**src/hdl/pcsp_pkg.sv**
```systemverilog
// Shared types and defaults for the parent/child subsplit to PCSP block.
package pcsp_pkg;

   localparam int unsigned TAXA_DEFAULT = 16;
   localparam int unsigned SUBSPLIT_W   = 32;
   localparam int unsigned PCSP_W       = 48;

   typedef struct packed {
      logic [SUBSPLIT_W-1:0] parent_split;
      logic [SUBSPLIT_W-1:0] child_split;
   } req_type;

   typedef struct packed {
      logic [PCSP_W-1:0] pcsp_bits;
      logic              pair_valid;
      logic              child_side;
   } rsp_type;

endpackage

```
**src/hdl/pcsp_from_parent_child.sv**
```systemverilog
// Top level: parent/child subsplit pair in, three-clade PCSP with flags out.
// An accepted request beat goes through the input register and then the
// response register. Throughput: one pair per cycle while rsp_stall is low;
// each register advances whenever the next stage is free or moving on.
// Reset: synchronous, active high; clears both valid flags, no data cleared.
module pcsp_from_parent_child import pcsp_pkg::*; #(
   parameter int unsigned TAXA = TAXA_DEFAULT
) (
   input  logic    clock,
   input  logic    reset,
   input  logic    req_valid,
   output logic    req_stall,
   input  req_type req_data,
   output logic    rsp_valid,
   input  logic    rsp_stall,
   output rsp_type rsp_data
);

   logic    hold_valid;
   req_type hold_data;
   logic    hold_take;
   rsp_type result;
   logic    rsp_valid_ff;
   logic    rsp_valid_in;
   rsp_type rsp_data_ff;
   logic    out_free;

   pcsp_req_stage u_req_stage (
      .clock      (clock),
      .reset      (reset),
      .req_valid  (req_valid),
      .req_stall  (req_stall),
      .req_data   (req_data),
      .hold_valid (hold_valid),
      .hold_data  (hold_data),
      .hold_take  (hold_take)
   );

   pcsp_check #(
      .TAXA (TAXA)
   ) u_check (
      .pair   (hold_data),
      .result (result)
   );

   assign out_free     = !rsp_valid_ff || !rsp_stall;
   assign hold_take    = out_free;
   assign rsp_valid_in = out_free ? hold_valid : rsp_valid_ff;

   always_ff @(posedge clock) begin
      if (reset) begin
         rsp_valid_ff <= 1'b0;
      end else begin
         rsp_valid_ff <= rsp_valid_in;
      end
      if (out_free && hold_valid) begin
         rsp_data_ff <= result;
      end
   end

   assign rsp_valid = rsp_valid_ff;
   assign rsp_data  = rsp_data_ff;

   // An accepted beat always lands in the input register.
   assert property (@(posedge clock) disable iff (reset)
      (req_valid && !req_stall) |=> hold_valid)
      else $error("accepted request beat not held in input register");

   // A held pair moves to the response register when that register is free.
   assert property (@(posedge clock) disable iff (reset)
      (hold_valid && out_free) |=> rsp_valid)
      else $error("held pair did not reach the response register");

   // A rejected pair carries no PCSP and no side.
   assert property (@(posedge clock) disable iff (reset)
      (rsp_valid && !rsp_data.pair_valid) |->
         (rsp_data.pcsp_bits == '0 && !rsp_data.child_side))
      else $error("invalid pair response carries nonzero payload");

endmodule

```
**src/hdl/pcsp_req_stage.sv**
```systemverilog
// Input register stage that captures one subsplit pair beat.
module pcsp_req_stage import pcsp_pkg::*; (
   input  logic    clock,
   input  logic    reset,
   input  logic    req_valid,
   output logic    req_stall,
   input  req_type req_data,
   output logic    hold_valid,
   output req_type hold_data,
   input  logic    hold_take
);

   logic    valid_ff;
   logic    valid_in;
   req_type data_ff;
   logic    load;

   // The stage can refill in the cycle its contents move on.
   assign req_stall = valid_ff && !hold_take;
   assign load      = req_valid && !req_stall;
   assign valid_in  = load || (valid_ff && !hold_take);

   always_ff @(posedge clock) begin
      if (reset) begin
         valid_ff <= 1'b0;
      end else begin
         valid_ff <= valid_in;
      end
      if (load) begin
         data_ff <= req_data;
      end
   end

   assign hold_valid = valid_ff;
   assign hold_data  = data_ff;

endmodule

```
**src/hdl/pcsp_check.sv**
```systemverilog
// Clade checks and PCSP assembly for one registered subsplit pair.
module pcsp_check import pcsp_pkg::*; #(
   parameter int unsigned TAXA = TAXA_DEFAULT
) (
   input  req_type pair,
   output rsp_type result
);

   localparam int unsigned SW = 2 * TAXA;

   logic [63:0]     par_ext;
   logic [63:0]     chi_ext;
   logic [SW-1:0]   par;
   logic [SW-1:0]   chi;
   logic [TAXA-1:0] p_left;
   logic [TAXA-1:0] p_right;
   logic [TAXA-1:0] c_left;
   logic [TAXA-1:0] c_right;
   logic [TAXA-1:0] c_union;
   logic [TAXA-1:0] sister;
   logic [TAXA-1:0] focal;
   logic            distinct;
   logic            of_left;
   logic            of_right;
   logic            ok;
   logic [63:0]     pcsp_ext;

   // Bits at and above twice the clade width take no part.
   assign par_ext = 64'(pair.parent_split);
   assign chi_ext = 64'(pair.child_split);
   assign par     = par_ext[SW-1:0];
   assign chi     = chi_ext[SW-1:0];

   assign p_left  = par[SW-1:TAXA];
   assign p_right = par[TAXA-1:0];
   assign c_left  = chi[SW-1:TAXA];
   assign c_right = chi[TAXA-1:0];
   assign c_union = c_left | c_right;

   assign distinct = (par != chi);
   assign of_left  = distinct && (c_union == p_left);
   assign of_right = distinct && (c_union == p_right);
   assign ok       = ((p_left & p_right) == '0) && ((c_left & c_right) == '0)
                     && (of_left || of_right);

   // A child of the left clade puts the right clade on top as the sister.
   assign sister   = of_left ? p_right : p_left;
   assign focal    = of_left ? p_left : p_right;
   assign pcsp_ext = 64'({sister, focal, c_right});

   always_comb begin
      result.pcsp_bits  = ok ? pcsp_ext[PCSP_W-1:0] : '0;
      result.pair_valid = ok;
      result.child_side = ok && !of_left;
   end

endmodule

```
**config.mk**
```make
export PLATFORM = sky130hd
export DESIGN_NAME = pcsp_from_parent_child
export DESIGN_NICKNAME = d
export VERILOG_FILES = /design/src/hdl/pcsp_pkg.sv /design/src/hdl/pcsp_from_parent_child.sv /design/src/hdl/pcsp_req_stage.sv /design/src/hdl/pcsp_check.sv
export SDC_FILE = /design/constraint.sdc
export NUM_CORES = 1
export LEC_CHECK = 0
export BUFFER_PORTS_ARGS = -buffer_cell sky130_fd_sc_hd__buf_2
export CORE_ASPECT_RATIO = 2
export CORE_MARGIN = 1
export CORE_UTILIZATION = 54
export DETAILED_ROUTE_END_ITERATION = 6
export GPL_TIMING_DRIVEN = 0
export PLACE_DENSITY = 0.8
export SYNTH_ARGS = -nofsm -noshare
export SYNTH_HDL_FRONTEND = slang
export SYNTH_SLANG_ARGS = --single-unit
```
**constraint.sdc**
```tcl
create_clock -name clock -period 6.34 [get_ports clock]
set_clock_uncertainty 0.15 [all_clocks]
set_input_delay 0.634 -clock clock [delete_from_list [all_inputs] [get_ports clock]]
set_output_delay 0.634 -clock clock [all_outputs]
set_load 0.02 [all_outputs]
```
## Word level (Yosys, flattened, before mapping)

Index checks and enable logic that the tools add are counted.

- Register bits after elaboration: 116
- Input bits: 68
- Output and inout port bits: 52

- Equal/unequal tests: 3
- Multiplexer cells: 2
- Reductions and logical operators: 18
- Bitwise gates (word level): 3

Operators with widths:

| operator | count |
|---|---|
| 16-bit bitwise AND | 2 |
| 16-bit == test | 2 |
| 16-bit zero test | 2 |
| 16-bit 2-to-1 mux | 2 |
| 32-bit != test | 1 |
| 16-bit OR | 1 |
| 1-bit logical AND | 8 |
| 1-bit zero test | 5 |
| 1-bit logical OR | 3 |

## Logic depth before layout (Yosys ltp)

- Depth in word-level cells: 7
- Gate-level depth with buffers: 8
- Gate-level depth less buffers: 6

## Cells and area by module

Synthesis repeated with hierarchy kept, for this count alone.

- Cells, all modules: 427
- Area total of the unflattened synthesis: 5565.3 sq um

Modules (own cells, without submodules):

| module | cells an instance | area an instance (sq um) | sequential area each (sq um) | times used |
|---|---|---|---|---|
| pcsp_check | 304 | 2053.2 | 0.0 | 1 |
| pcsp_req_stage | 68 | 1971.9 | 1941.9 | 1 |
| pcsp_from_parent_child | 55 | 1540.2 | 1521.5 | 1 |

## Worst setup path after synthesis

Ideal clock, no wire load.

- Kind: input-to-reg
- Start point: input port rsp_stall
- End point: register rsp_data_ff, in the netlist rsp_data[0] (enable)
- Setup slack: 1.356 ns
- Stages on the path: 1
- Arrival time: 4.300 ns
- Required time: 5.656 ns
- Cell sequence: a21boi_0

- Word-level cells in the longest chain between the ends: 3

Ends and longest elaborated chain:

| what | RTL line | RTL |
|---|---|---|
| start: declaration | pcsp_from_parent_child.sv:15 | `input logic rsp_stall,` |
| 1-bit zero test | pcsp_from_parent_child.sv:46 | `assign out_free = !rsp_valid_ff \|\| !rsp_stall;` |
| 1-bit logical OR | pcsp_from_parent_child.sv:46 |  |
| 1-bit logical AND | pcsp_from_parent_child.sv:56 | `if (out_free && hold_valid) begin` |
| end signal: assignment | pcsp_from_parent_child.sv:57 | `rsp_data_ff <= result;` |
| end: declaration | pcsp_from_parent_child.sv:25 | `rsp_type rsp_data_ff;` |

No other way between the ends.
A chain may end at the register's enable or synchronous reset.

## Final worst setup path

- Start point: register u_req_stage.data_ff, in the netlist u_req_stage.hold_data[1]
- End point: register rsp_data_ff, in the netlist rsp_data[34] (data pin)

- Word-level cells in the longest chain between the ends: 5
- Elaborated cells on any way between the ends: 12
- Those cells by class: 3 x eq/ne; 1 x mux; 2 x bitwise; 6 x reduce/logical

Ends and longest elaborated chain:

| what | RTL line | RTL |
|---|---|---|
| start: declaration | pcsp_req_stage.sv:15 | `req_type data_ff;` |
| start signal: assignment | pcsp_req_stage.sv:30 | `data_ff <= req_data;` |
| 16-bit OR | pcsp_check.sv:38 | `assign c_union = c_left \| c_right;` |
| 16-bit == test, on equally long branches | pcsp_check.sv:41, pcsp_check.sv:42 |  |
| 1-bit logical AND, on equally long branches | pcsp_check.sv:41, pcsp_check.sv:42 |  |
| 1-bit logical OR | pcsp_check.sv:44 | `&& (of_left \|\| of_right);` |
| 1-bit logical AND | pcsp_check.sv:44 |  |

Parallel ways exist; a longest one is shown, timed or not.

==> impl_metrics.json <==
{
  "status": "finished clean",
  "grt_antenna_before_repair": 0,
  "ys.warnings.count": 0,
  "dieArea_sq_um": 10440,
  "cts_tree": "built",
  "wire_per_inst_um": 19.51,
  "tightest_slew_ns": 0.7210,
  "hp-class": "primary input to flop",
  "clk_pin_slew_ns": 0.05,
  "nNetsFinal": 638,
  "grt_pass1_vias": 3755,
  "start_util_pct": 55.73,
  "place.gp.congestion": 0.9686,
  "rr_endpoint": "rsp_data[34]",
  "rsz0062_at_grt": "false",
  "start_kind": "flop",
  "via_per_inst": 5.566,
  "finalSetupViolations": 0,
  "final.min_clock_period_ns": 3.053,
  "htreeDepth": 4,
  "root_buffer": "clkbuf_16",
  "power.density_nw_per_um2": 298.1,
  "layoutNonFillerInstCount": 715,
  "overflow": 0,
  "wl_um": 13950,
  "ctsResizeCount": 0,
  "ys_seq_elements": 116,
  "ant_nets": 0,
  "port-buffer-count": 119,
  "die_w_um": 72.75,
  "rows": 51,
  "placedCellCount": 683,
  "cp.required_ns": 6.34,
  "post-cts-setup-buffer-count": 0,
  "cp-endpoint": "rsp_data[34]",
  "hold_violations": 0,
  "hpwl_um": 10460,
  "clock_sinks": 116,
  "drv_slew": 0,
  "netlist_area_sq_um": 5405,
  "ys_types": 30,
  "power_mw": 2.034,
  "leakage_nw": 2.765,
  "syn_area_per_cell_sq_um": 12.57,
  "synthCells": 430,
  "drv_cap": 0,
  "arrival_ns": 3.05,
  "vdd_drop_max_uv": 311.8,
  "rrSetupSlack_ns": 3.29,
  "core_sq_um": 9699,
  "synth_nets": 498,
  "drc": 0,
  "n_antenna_cell": 0,
  "vias": 3980,
  "worstSetupPathType": "flop to flop",
  "clock_path_buffers": 2,
  "worst_r2r_path_depth": 8,
  "synth_sequential_area_ratio_pct": 64.07,
  "io_pins": 120,
  "finalCritPeriodShare_pct": 48.16,
  "synthToLayoutAreaGrowth_pct": 26.23,
  "r2r_start": "u_req_stage.hold_data[1]",
  "hold_buffers": 0,
  "fmax_mhz": 327.5,
  "whs_path_depth": 2,
  "setup_tns_ns": 0,
  "critPathLaunch": "u_req_stage.hold_data[1]",
  "die_y_um": 143.5,
  "clock_latency_ns": 0.40,
  "grt_pass1_wl_um": 20270,
  "grt_max_degree": 40,
  "cp_max_fo": 10,
  "drt_iter0_markers": 221,
  "end_kind": "flop",
  "cts_buffers": 17,
  "slew_headroom_pct": 51.83,
  "grt_usage_pct": 27.90,
  "firstDrtPassIters": 5,
  "drive_gt1_share_pct": 27.44
}
[cell families (layout without fill, tap and decap cells)]
family | Yosys count | count (layout) | synth area share [%]
AO/OA/AOI/OAI | 79 | 79 | 11.34
XOR/XNOR | 44 | 44 | 7.130
buffers and inverters | 47 | 200 | 3.472
flip-flops | 116 | 116 | 64.07
AND/OR/NAND/NOR | 144 | 144 | 13.98
[report_power, final]
group,switching [mW],internal [mW],leakage (nW)
Combinational,0.0789,0.0614,1.41
Clock,0.314,0.638,0.281
Sequential,0.0525,0.889,1.08
[how the worst min path moves through the flow]
stage | from | to | slack [ns]
floorplan | u_req_stage.hold_valid | rsp_valid | 0.29
global placement | u_req_stage.hold_valid | rsp_valid | 0.31
detailed placement | u_req_stage.hold_valid | rsp_valid | 0.35
CTS | reset | u_req_stage.hold_valid | 0.24
global route | reset | u_req_stage.hold_valid | 0.24
finish | reset | u_req_stage.hold_valid | 0.25
[cells in the final DEF, fill, tap and decap left out, drive strengths merged]
master / count
clkinvlp: 3
clkbuf: 34
bufinv: 3
and3: 34
dfxtp: 2
xnor2: 18
o22ai: 10
nor4: 13
a211oi: 1
xor2: 26
a22oi: 10
a22o: 4
o21a: 48
a221oi: 4
inv: 33
and2: 17
nor3: 16
a21boi: 1
nand3: 4
nand4: 3
nand2: 2
nor2: 52
edfxtp: 114
or4: 2
clkinv: 2
a21oi: 1
nor2b: 1
buf: 125
[critical path: stages, from the launching register on]
cell and delay, ns:
edfxtp_1 0.50, nor2_1 0.16, xnor2_1 0.09, nor4_1 0.60, nand4_1 0.30, clkbuf_1 0.28, clkbuf_1 0.29, and3_1 0.24
o21a_1 0.17
[cell type report]
| cell class | count | area [sq um] |
|---|---|---|
| clock inverters | 8 | 126.4 |
| clock buffers | 24 | 471.7 |
| flip-flops and latches | 116 | 3463 |
| fillers | 692 | 2877 |
| plain buffers | 14 | 63.81 |
| inverters | 33 | 123.9 |
| multi-input cells | 267 | 1773 |
| repair buffers | 121 | 635.6 |
| well taps | 132 | 165.2 |
[cell usage after synthesis]
cell type,number,area share (%)
edfxtp_1,114,63
nor2_1,51,3.5
o21a_1,48,6.7
and3_1,34,3.9
inv_1,33,2.3
xor2_1,26,4.2
xnor2_1,18,2.9
and2_1,17,2.0
nor3_1,16,1.5
nor4_1,12,1.4
a22oi_1,10,1.4
clkbuf_1,10,0.69
o22ai_1,10,1.2
a22o_1,4,0.65
nand3_1,4,0.37
buf_2,3,0.28
nand4_1,3,0.35
a221oi_1,2,0.32
a221oi_2,2,0.56
dfxtp_1,2,0.74
nand2_1,2,0.14
a211oi_4,1,0.37
a21boi_0,1,0.14
a21oi_1,1,0.093
buf_6,1,0.21
nor2_2,1,0.12
nor2b_1,1,0.12
nor4_2,1,0.23
or4_1,1,0.14
or4_4,1,0.21
[flip-flops by register name, summed over array words and instances, names as in the netlist]
signal and cells:
rsp_data 50, u_req_stage.hold_valid 1, rsp_valid 1, u_req_stage.hold_data 64
[through the flow]
step / cell area, sq um / hold WS (ns) / setup slack [ns] / util (%)
finish: 6823 / 0.2528 / 3.287 / 70.34
global placement: 6166 / 0.3092 / 0.2361 / 63.57
CTS: 6823 / 0.2434 / 3.287 / 70.34
floorplan: 5405 / 0.2940 / 1.356 / -
detailed placement: 6225 / 0.3454 / 3.310 / 64.18
global route: 6823 / 0.2398 / 3.169 / 70.34
[routing by layer]
layer  routed length, um  up-vias  GRT usage, %
met5                   0        -             0
met4                 453        0         13.93
met3                 583       28         4.348
met2                7855      177         51.11
met1                5060     1913         30.39
li1                    -     1862             -
Note: power is estimated with default switching activity, not from simulation.
